--- src/hw/rtl/brf_pkg.sv ---
// Shared types and constants for the byte ring FIFO with block transfers.
// No dependencies; every other file imports this package.
package brf_pkg;

  localparam int BUFFER_BYTES_DEF = 64;
  localparam int BYTE_W = 8;
  localparam int LEN_W = 6;
  localparam int FUNC_W = 3;
  localparam int CNT_MAX = 63;

  localparam logic [FUNC_W-1:0] FUNC_ENQ = 3'd0;
  localparam logic [FUNC_W-1:0] FUNC_DEQ = 3'd1;
  localparam logic [FUNC_W-1:0] FUNC_PEEK = 3'd2;
  localparam logic [FUNC_W-1:0] FUNC_SKIP = 3'd3;
  localparam logic [FUNC_W-1:0] FUNC_CLR = 3'd4;

  typedef struct packed {
    logic [FUNC_W-1:0] func;
    logic [BYTE_W-1:0] data_byte;
    logic [LEN_W-1:0]  request_len;
    logic              block_end;
  } brf_in_t;

  typedef struct packed {
    logic [BYTE_W-1:0] out_byte;
    logic              run_end;
    logic [LEN_W-1:0]  accepted_len;
    logic              status;
    logic [LEN_W-1:0]  used_bytes;
    logic [LEN_W-1:0]  free_bytes;
  } brf_out_t;

  // port enables from the sequencer to the byte store
  typedef struct packed {
    logic wr_en;
    logic rd_en;
  } brf_mem_ctl_t;

endpackage

--- src/hw/rtl/brf_store.sv ---
// Byte store of the ring FIFO: one write port, one read port, registered read data.
// Depends on brf_pkg.
module brf_store import brf_pkg::*; #(
  parameter int BUFFER_BYTES = BUFFER_BYTES_DEF,
  localparam int PW = $clog2(BUFFER_BYTES)
) (
  input  logic              clk,
  input  brf_mem_ctl_t      mem_ctl,
  input  logic [PW-1:0]     waddr,
  input  logic [BYTE_W-1:0] wdata,
  input  logic [PW-1:0]     raddr,
  output logic [BYTE_W-1:0] rdata
);

  logic [BYTE_W-1:0] mem_r [BUFFER_BYTES];
  logic [BYTE_W-1:0] rdata_r;

  always_ff @(posedge clk) begin
    if (mem_ctl.wr_en) begin
      mem_r[waddr] <= wdata;
    end
    if (mem_ctl.rd_en) begin
      rdata_r <= mem_r[raddr];
    end
  end

  assign rdata = rdata_r;

endmodule

--- src/hw/rtl/brf_ctrl.sv ---
// Sequencer of the ring FIFO: pointers, fill count, block admission, read runs
// and the output register. Depends on brf_pkg; drives the ports of brf_store.
module brf_ctrl import brf_pkg::*; #(
  parameter int BUFFER_BYTES = BUFFER_BYTES_DEF,
  localparam int PW = $clog2(BUFFER_BYTES)
) (
  input  logic              clk,
  input  logic              rst_n,
  input  logic              in_valid,
  output logic              in_ready,
  input  brf_in_t           in_data,
  output logic              out_valid,
  input  logic              out_ready,
  output brf_out_t          out_data,
  output brf_mem_ctl_t      mem_ctl,
  output logic [PW-1:0]     waddr,
  output logic [BYTE_W-1:0] wdata,
  output logic [PW-1:0]     raddr,
  input  logic [BYTE_W-1:0] rdata
);

  localparam int CW = (PW > LEN_W) ? PW : LEN_W;
  localparam int SW = CW + 1;
  localparam logic ST_IDLE = 1'b0;
  localparam logic ST_READ = 1'b1;

  logic             state_r, state_nxt;
  logic [PW-1:0]    rd_ptr_r, rd_ptr_nxt;
  logic [PW-1:0]    wr_ptr_r, wr_ptr_nxt;
  logic [PW-1:0]    used_r, used_nxt;
  logic             in_block_r, in_block_nxt;
  logic             admitted_r, admitted_nxt;
  logic [LEN_W-1:0] blk_left_r, blk_left_nxt;
  logic [LEN_W-1:0] blk_len_r, blk_len_nxt;
  logic [LEN_W-1:0] run_left_r, run_left_nxt;
  logic [LEN_W-1:0] run_acc_r, run_acc_nxt;
  logic [PW-1:0]    rd_addr_r, rd_addr_nxt;
  logic             out_valid_r, out_valid_nxt;
  brf_out_t         out_r, out_nxt;

  logic             in_fire, slot_free, load_out;
  logic [PW-1:0]    free_cnt, free_nxt;
  logic [CW-1:0]    len_ext;
  logic             len_zero, data_short;
  logic             enq_admit, enq_store;
  logic [LEN_W-1:0] enq_len, enq_left;
  logic [LEN_W-1:0] res_acc;
  logic [BYTE_W-1:0] res_byte;
  logic             res_end, res_refused;

  // ring pointer plus a short step, wrapping at the buffer size
  function automatic logic [PW-1:0] wrap_add(input logic [PW-1:0] ptr,
                                             input logic [LEN_W-1:0] inc);
    logic [SW-1:0] sum;
    sum = SW'(ptr) + SW'(inc);
    if (sum >= SW'(BUFFER_BYTES)) begin
      sum = sum - SW'(BUFFER_BYTES);
    end
    return sum[PW-1:0];
  endfunction

  function automatic logic [LEN_W-1:0] sat_cnt(input logic [PW-1:0] v);
    logic [CW-1:0] ve;
    ve = CW'(v);
    return (ve > CW'(CNT_MAX)) ? LEN_W'(CNT_MAX) : ve[LEN_W-1:0];
  endfunction

  assign slot_free = !out_valid_r || out_ready;
  assign in_ready = (state_r == ST_IDLE) && slot_free;
  assign in_fire = in_valid && in_ready;

  assign free_cnt = PW'(BUFFER_BYTES - 1) - used_r;
  assign len_ext = CW'(in_data.request_len);
  assign len_zero = (in_data.request_len == '0);
  assign data_short = CW'(used_r) < len_ext;

  // the first byte of a block decides admission; later bytes use latched values
  assign enq_admit = in_block_r ? admitted_r : (CW'(free_cnt) >= len_ext);
  assign enq_len = in_block_r ? blk_len_r : in_data.request_len;
  assign enq_left = in_block_r ? blk_left_r
                  : ((CW'(free_cnt) >= len_ext) ? in_data.request_len : '0);
  assign enq_store = enq_admit && (enq_left != '0);

  always_comb begin
    state_nxt = state_r;
    rd_ptr_nxt = rd_ptr_r;
    wr_ptr_nxt = wr_ptr_r;
    used_nxt = used_r;
    in_block_nxt = in_block_r;
    admitted_nxt = admitted_r;
    blk_left_nxt = blk_left_r;
    blk_len_nxt = blk_len_r;
    run_left_nxt = run_left_r;
    run_acc_nxt = run_acc_r;
    rd_addr_nxt = rd_addr_r;
    mem_ctl = '0;
    raddr = rd_ptr_r;
    load_out = 1'b0;
    res_byte = '0;
    res_end = 1'b1;
    res_acc = '0;
    res_refused = 1'b0;

    case (state_r)
      ST_IDLE: begin
        if (in_fire) begin
          case (in_data.func)
            FUNC_ENQ: begin
              load_out = 1'b1;
              res_acc = enq_admit ? enq_len : '0;
              res_refused = !enq_admit;
              admitted_nxt = enq_admit;
              blk_len_nxt = enq_len;
              if (enq_store) begin
                mem_ctl.wr_en = 1'b1;
                wr_ptr_nxt = wrap_add(wr_ptr_r, LEN_W'(1));
                used_nxt = used_r + PW'(1);
              end
              if (in_data.block_end) begin
                in_block_nxt = 1'b0;
                blk_left_nxt = '0;
              end else begin
                in_block_nxt = 1'b1;
                blk_left_nxt = enq_left - LEN_W'(enq_store);
              end
            end
            FUNC_DEQ, FUNC_PEEK: begin
              if (len_zero || data_short) begin
                load_out = 1'b1;
                res_refused = !len_zero;
              end else begin
                if (in_data.func == FUNC_DEQ) begin
                  rd_ptr_nxt = wrap_add(rd_ptr_r, in_data.request_len);
                  used_nxt = used_r - PW'(in_data.request_len);
                end
                mem_ctl.rd_en = 1'b1;
                raddr = rd_ptr_r;
                rd_addr_nxt = wrap_add(rd_ptr_r, LEN_W'(1));
                run_left_nxt = in_data.request_len;
                run_acc_nxt = in_data.request_len;
                state_nxt = ST_READ;
              end
            end
            FUNC_SKIP: begin
              load_out = 1'b1;
              if (len_zero) begin
                res_refused = 1'b0;
              end else if (data_short) begin
                res_refused = 1'b1;
              end else begin
                rd_ptr_nxt = wrap_add(rd_ptr_r, in_data.request_len);
                used_nxt = used_r - PW'(in_data.request_len);
                res_acc = in_data.request_len;
              end
            end
            FUNC_CLR: begin
              load_out = 1'b1;
              rd_ptr_nxt = '0;
              wr_ptr_nxt = '0;
              used_nxt = '0;
              in_block_nxt = 1'b0;
              admitted_nxt = 1'b0;
              blk_left_nxt = '0;
            end
            default: begin
            end
          endcase
        end
      end
      ST_READ: begin
        // rdata holds the byte fetched in the previous issue cycle
        if (slot_free) begin
          load_out = 1'b1;
          res_byte = rdata;
          res_acc = run_acc_r;
          res_end = (run_left_r == LEN_W'(1));
          run_left_nxt = run_left_r - LEN_W'(1);
          if (run_left_r == LEN_W'(1)) begin
            state_nxt = ST_IDLE;
          end else begin
            mem_ctl.rd_en = 1'b1;
            raddr = rd_addr_r;
            rd_addr_nxt = wrap_add(rd_addr_r, LEN_W'(1));
          end
        end
      end
      default: begin
        state_nxt = ST_IDLE;
      end
    endcase
  end

  assign free_nxt = PW'(BUFFER_BYTES - 1) - used_nxt;

  always_comb begin
    out_nxt = out_r;
    out_valid_nxt = out_valid_r;
    if (load_out) begin
      out_valid_nxt = 1'b1;
      out_nxt.out_byte = res_byte;
      out_nxt.run_end = res_end;
      out_nxt.accepted_len = res_acc;
      out_nxt.status = res_refused;
      out_nxt.used_bytes = sat_cnt(used_nxt);
      out_nxt.free_bytes = sat_cnt(free_nxt);
    end else if (out_ready) begin
      out_valid_nxt = 1'b0;
    end
  end

  assign waddr = wr_ptr_r;
  assign wdata = in_data.data_byte;

  always_ff @(posedge clk) begin
    if (!rst_n) begin
      state_r <= ST_IDLE;
      rd_ptr_r <= '0;
      wr_ptr_r <= '0;
      used_r <= '0;
      in_block_r <= 1'b0;
      admitted_r <= 1'b0;
      blk_left_r <= '0;
      run_left_r <= '0;
      out_valid_r <= 1'b0;
    end else begin
      state_r <= state_nxt;
      rd_ptr_r <= rd_ptr_nxt;
      wr_ptr_r <= wr_ptr_nxt;
      used_r <= used_nxt;
      in_block_r <= in_block_nxt;
      admitted_r <= admitted_nxt;
      blk_left_r <= blk_left_nxt;
      run_left_r <= run_left_nxt;
      out_valid_r <= out_valid_nxt;
    end
  end

  always_ff @(posedge clk) begin
    blk_len_r <= blk_len_nxt;
    run_acc_r <= run_acc_nxt;
    rd_addr_r <= rd_addr_nxt;
    out_r <= out_nxt;
  end

  assign out_valid = out_valid_r;
  assign out_data = out_r;

endmodule

--- src/hw/rtl/byte_ring_fifo_block_transfer.sv ---
// Top level of the byte ring FIFO with all-or-nothing block transfers.
// Depends on brf_pkg, brf_ctrl and brf_store.
//
//  channel | ports                         | moves
//  --------+-------------------------------+-------------------------------------
//  in      | in_valid, in_ready, in_data   | one request (enqueue byte or command)
//  out     | out_valid, out_ready, out_data| one result (byte, counts, status)
//
// Enqueue, skip, clear and refused or zero-length reads each give one result.
// A granted dequeue or peek of N bytes first fetches the first byte from the store's
// registered read port, then returns one byte per cycle while out_ready does not stall.
// The store reads at most once per cycle; no new request is taken during a read run.
// Reset (rst_n low, synchronous) empties the FIFO and closes any open block.
// A stalled out_ready holds the result register and blocks further requests.
module byte_ring_fifo_block_transfer import brf_pkg::*; #(
  parameter int BUFFER_BYTES = BUFFER_BYTES_DEF
) (
  input  logic     clk,
  input  logic     rst_n,
  input  logic     in_valid,
  output logic     in_ready,
  input  brf_in_t  in_data,
  output logic     out_valid,
  input  logic     out_ready,
  output brf_out_t out_data
);

  localparam int PW = $clog2(BUFFER_BYTES);

  brf_mem_ctl_t      mem_ctl;
  logic [PW-1:0]     waddr;
  logic [PW-1:0]     raddr;
  logic [BYTE_W-1:0] wdata;
  logic [BYTE_W-1:0] rdata;

  brf_ctrl #(
    .BUFFER_BYTES(BUFFER_BYTES)
  ) u_ctrl (
    .clk      (clk),
    .rst_n    (rst_n),
    .in_valid (in_valid),
    .in_ready (in_ready),
    .in_data  (in_data),
    .out_valid(out_valid),
    .out_ready(out_ready),
    .out_data (out_data),
    .mem_ctl  (mem_ctl),
    .waddr    (waddr),
    .wdata    (wdata),
    .raddr    (raddr),
    .rdata    (rdata)
  );

  brf_store #(
    .BUFFER_BYTES(BUFFER_BYTES)
  ) u_store (
    .clk    (clk),
    .mem_ctl(mem_ctl),
    .waddr  (waddr),
    .wdata  (wdata),
    .raddr  (raddr),
    .rdata  (rdata)
  );

endmodule

--- config.mk ---
export PLATFORM = sky130hd
export DESIGN_NAME = byte_ring_fifo_block_transfer
export DESIGN_NICKNAME = d
export VERILOG_FILES = /design/src/hw/rtl/brf_pkg.sv /design/src/hw/rtl/brf_store.sv /design/src/hw/rtl/brf_ctrl.sv /design/src/hw/rtl/byte_ring_fifo_block_transfer.sv
export SDC_FILE = /design/constraint.sdc
export NUM_CORES = 1
export LEC_CHECK = 0
export BUFFER_PORTS_ARGS = -buffer_cell sky130_fd_sc_hd__buf_2
export CAP_MARGIN = 20
export CORE_MARGIN = 5
export CORE_UTILIZATION = 50
export DETAILED_ROUTE_END_ITERATION = 8
export PLACE_DENSITY = 0.74
export SLEW_MARGIN = 10
export SYNTH_ARGS = -nofsm -noshare
export SYNTH_HDL_FRONTEND = slang
export SYNTH_HIERARCHICAL = 1
export SYNTH_SLANG_ARGS = --single-unit
--- constraint.sdc ---
create_clock -name clk -period 4.2 [get_ports clk]
set_input_delay 1.26 -clock clk [delete_from_list [all_inputs] [get_ports clk]]
set_output_delay 1.26 -clock clk [all_outputs]
set_load 0.02 [all_outputs]
==> results.json <==
{
  "outcome": "finished clean",
  "fin_cells": 2383,
  "mostFrequentLayoutCell": "edfxtp_1",
  "grt_overflow": 0,
  "grt_setup_unrepaired": "no",
  "cts_root_buffer": "clkbuf_16",
  "cts-buffers-inserted": 56,
  "async_flop_share_pct": 0,
  "yosys_most_used_dff": "edfxtp_1",
  "ir_worst_vdd_mv": 0.311,
  "cp-end-kind": "flop",
  "ys_warn_count": 6,
  "hold_violations": 0,
  "crit_fanout": 8,
  "track_usage_pct": 22.0,
  "drive_gt1_share_pct": 25.8,
  "start_util_pct": 50.4,
  "place_congestion": 0.905,
  "synth_edf_count": 566,
  "antenna_cells": 0,
  "setup_violations": 0,
  "min_path_cells": 2,
  "core-area_um2": 50000,
  "area_growth_pct": 15.2,
  "wl_per_cell_um": 25.4,
  "fp.dieW_um": 234,
  "syn_area_per_cell_um2": 16.9,
  "clock_latency_ns": 0.61,
  "clk_pin_slew_ns": 0.06,
  "max-slew-margin-rel_pct": 33.9,
  "syn_inst": 1491,
  "grt_max_degree": 65,
  "placed_cells": 2277,
  "firstDrtPassIters": 5,
  "drtAntennaViolNets": 0,
  "post-route-drc-count": 0,
  "synth_compound_area_share_pct": 6.08,
  "finalWirelength_um": 60400,
  "grt_antenna_before_repair": 1,
  "postCtsHoldBufs": 0,
  "drv_slew": 0,
  "cts_tree": "done",
  "ys_seq_elements": 600,
  "hp-class": "flop to flop",
  "synth-xor-area-share_pct": 0.626,
  "synthAdderAreaFrac_pct": 1.35,
  "synth_top_family_by_area": "multiplexers",
  "power_w": 0.0122,
  "drtIter0Drc": 1724,
  "cp-start-kind": "input port",
  "tightestPinTransition_ns": 0.992,
  "yosysTopAreaCellShare_pct": 67.5,
  "io_pins": 52,
  "design.die.area_um2": 55000,
  "skew_ns": 0.0307,
  "cts_resized": 0,
  "synth_simple_gate_area_share_pct": 6.87,
  "grt_pass1_wl_um": 91200,
  "post_cts_buffers": 0,
  "utilization_pct": 58.1,
  "required_ns": 4.48,
  "cellPowerDensity_nw_per_um2": 422,
  "synth.area.top_cells": "edfxtp_1 67%, mux4_2 11%, dfxtp_1 2.7%",
  "htreeDepth": 2,
  "clk_path_buf_depth": 3,
  "holdWs_ns": 0.483,
  "reg2reg_depth": 11,
  "cap_violations": 0,
  "num_rows": 82,
  "ys_seq_area_share_pct": 70.2,
  "cts_sinks": 600,
  "cp.arrival_ns": 3.88,
  "max_freq_mhz": 278,
  "port_buffers": 51,
  "fin_nets": 1713,
  "timing.final.crit_period_ns": 3.59,
  "muxShareOfSynthArea_pct": 12.5,
  "die_height_um": 234,
  "netlist-cell-type-count": 82,
  "mostFrequentLayoutCells": "566 x edfxtp_1, 137 x buf_4, 124 x mux4_2",
  "viasPerCell": 6.19,
  "p_leak_nw": 9.36,
  "place_hpwl_um": 40200,
  "grt_pass1_vias": 14600,
  "min_period_over_period_pct": 85.5,
  "syn-num-nets": 1539,
  "path_class": "input port to flop",
  "syn-cell-area_um2": 25200,
  "yosys.area.top_type": "edfxtp_1",
  "vias": 14700
}
[cell families (layout without fill, tap and decap cells)]
logic type | count (synthesis) | after routing
buf+inv | 122 | 342
fa+ha+maj | 26 | 26
flops | 600 | 600
simple gates | 358 | 358
mux | 158 | 158
compound gates | 209 | 209
xor+xnor | 18 | 18
[final timing paths]
path | from | end | slack, ns
max reg2reg | u_ctrl/used_r[0] | u_store/mem_r[33][6] | 0.69
min | u_ctrl/run_left_r[5] | u_ctrl/run_left_r[5] | 0.48
min reg2reg | u_ctrl/run_left_r[5] | u_ctrl/run_left_r[5] | 0.48
max | in_data[5] | u_store/mem_r[33][6] | 0.61
[synthesized netlist by cell type (7+ instances only)]
cell      instances
ha_1             24
mux4_2          124
nand3_1          41
o31ai_1          10
o21a_1            9
nor4_1            9
inv_1            34
nor2_1          120
a21boi_0          7
buf_4            17
buf_2            17
a22oi_1          11
or3_1            10
a221oi_1          8
or2_2            11
xnor2_1          13
nor2b_1          20
o211ai_1          9
mux2_2            7
mux2i_1          27
a31oi_1          14
nand2b_1          9
nand3b_1          7
o22ai_1          27
o21ai_0          36
clkbuf_1         42
nor3_1           19
edfxtp_1        566
o221ai_1          8
and3_1           10
a21oi_1          12
dfxtp_1          34
nand2_1          76
[critical path, stage by stage]
cell      delay [ns]
buf_2           0.10
inv_1           0.11
ha_1            0.45
o21a_1          0.19
o21bai_1        0.09
o31a_4          0.34
nor3_1          0.15
buf_4           0.21
nand2_1         0.10
or3_1           0.49
nor2_1          0.18
buf_4           0.20
[where the power goes]
part           leakage [nW]  internal [W]  switching [W]
logic                  3.08      0.000174       0.000329
clock network         0.919       0.00302        0.00214
registers              5.36       0.00655      0.0000117
[metal layers]
metal  GRT usage, %  wire (µm)  vias up
li1               -          -     6315
met3           4.14       5030      126
met2           34.9      28900      753
met4           6.81       1750        2
met1           31.6      24700     7549
met5              0         13        -
[layout make-up]
class	count	area [µm²]
fillers	3735	21000
flip-flops and latches	600	17700
multi-input cells	769	6930
repair buffers	201	1540
clock buffers	66	1450
well taps	672	841
clock inverters	38	434
inverters	37	141
[metrics by stage]
step | instance area (µm²) | setup WS, ns | TNS, ns
floorplan | 25200 | -0.0445 | -5.44
global placement | 27100 | 0.103 | 0
detailed placement | 27100 | 0.0975 | 0
CTS | 29000 | 0.649 | 0
global route | 29000 | 0.507 | 0
finish | 29000 | 0.608 | 0
[sequential cells by signal, indices dropped and copies added (netlist names), 6 cells and up]
register	cells
u_store/mem_r	512
u_ctrl/out_data	28
u_store/rdata	8
u_ctrl/blk_left_r	6
u_ctrl/blk_len_r	6
u_ctrl/rd_addr_r	6
u_ctrl/rd_ptr_r	6
u_ctrl/run_acc_r	6
u_ctrl/run_left_r	6
u_ctrl/used_r	6
u_ctrl/waddr	6
Power figures use the tool's default switching activity.
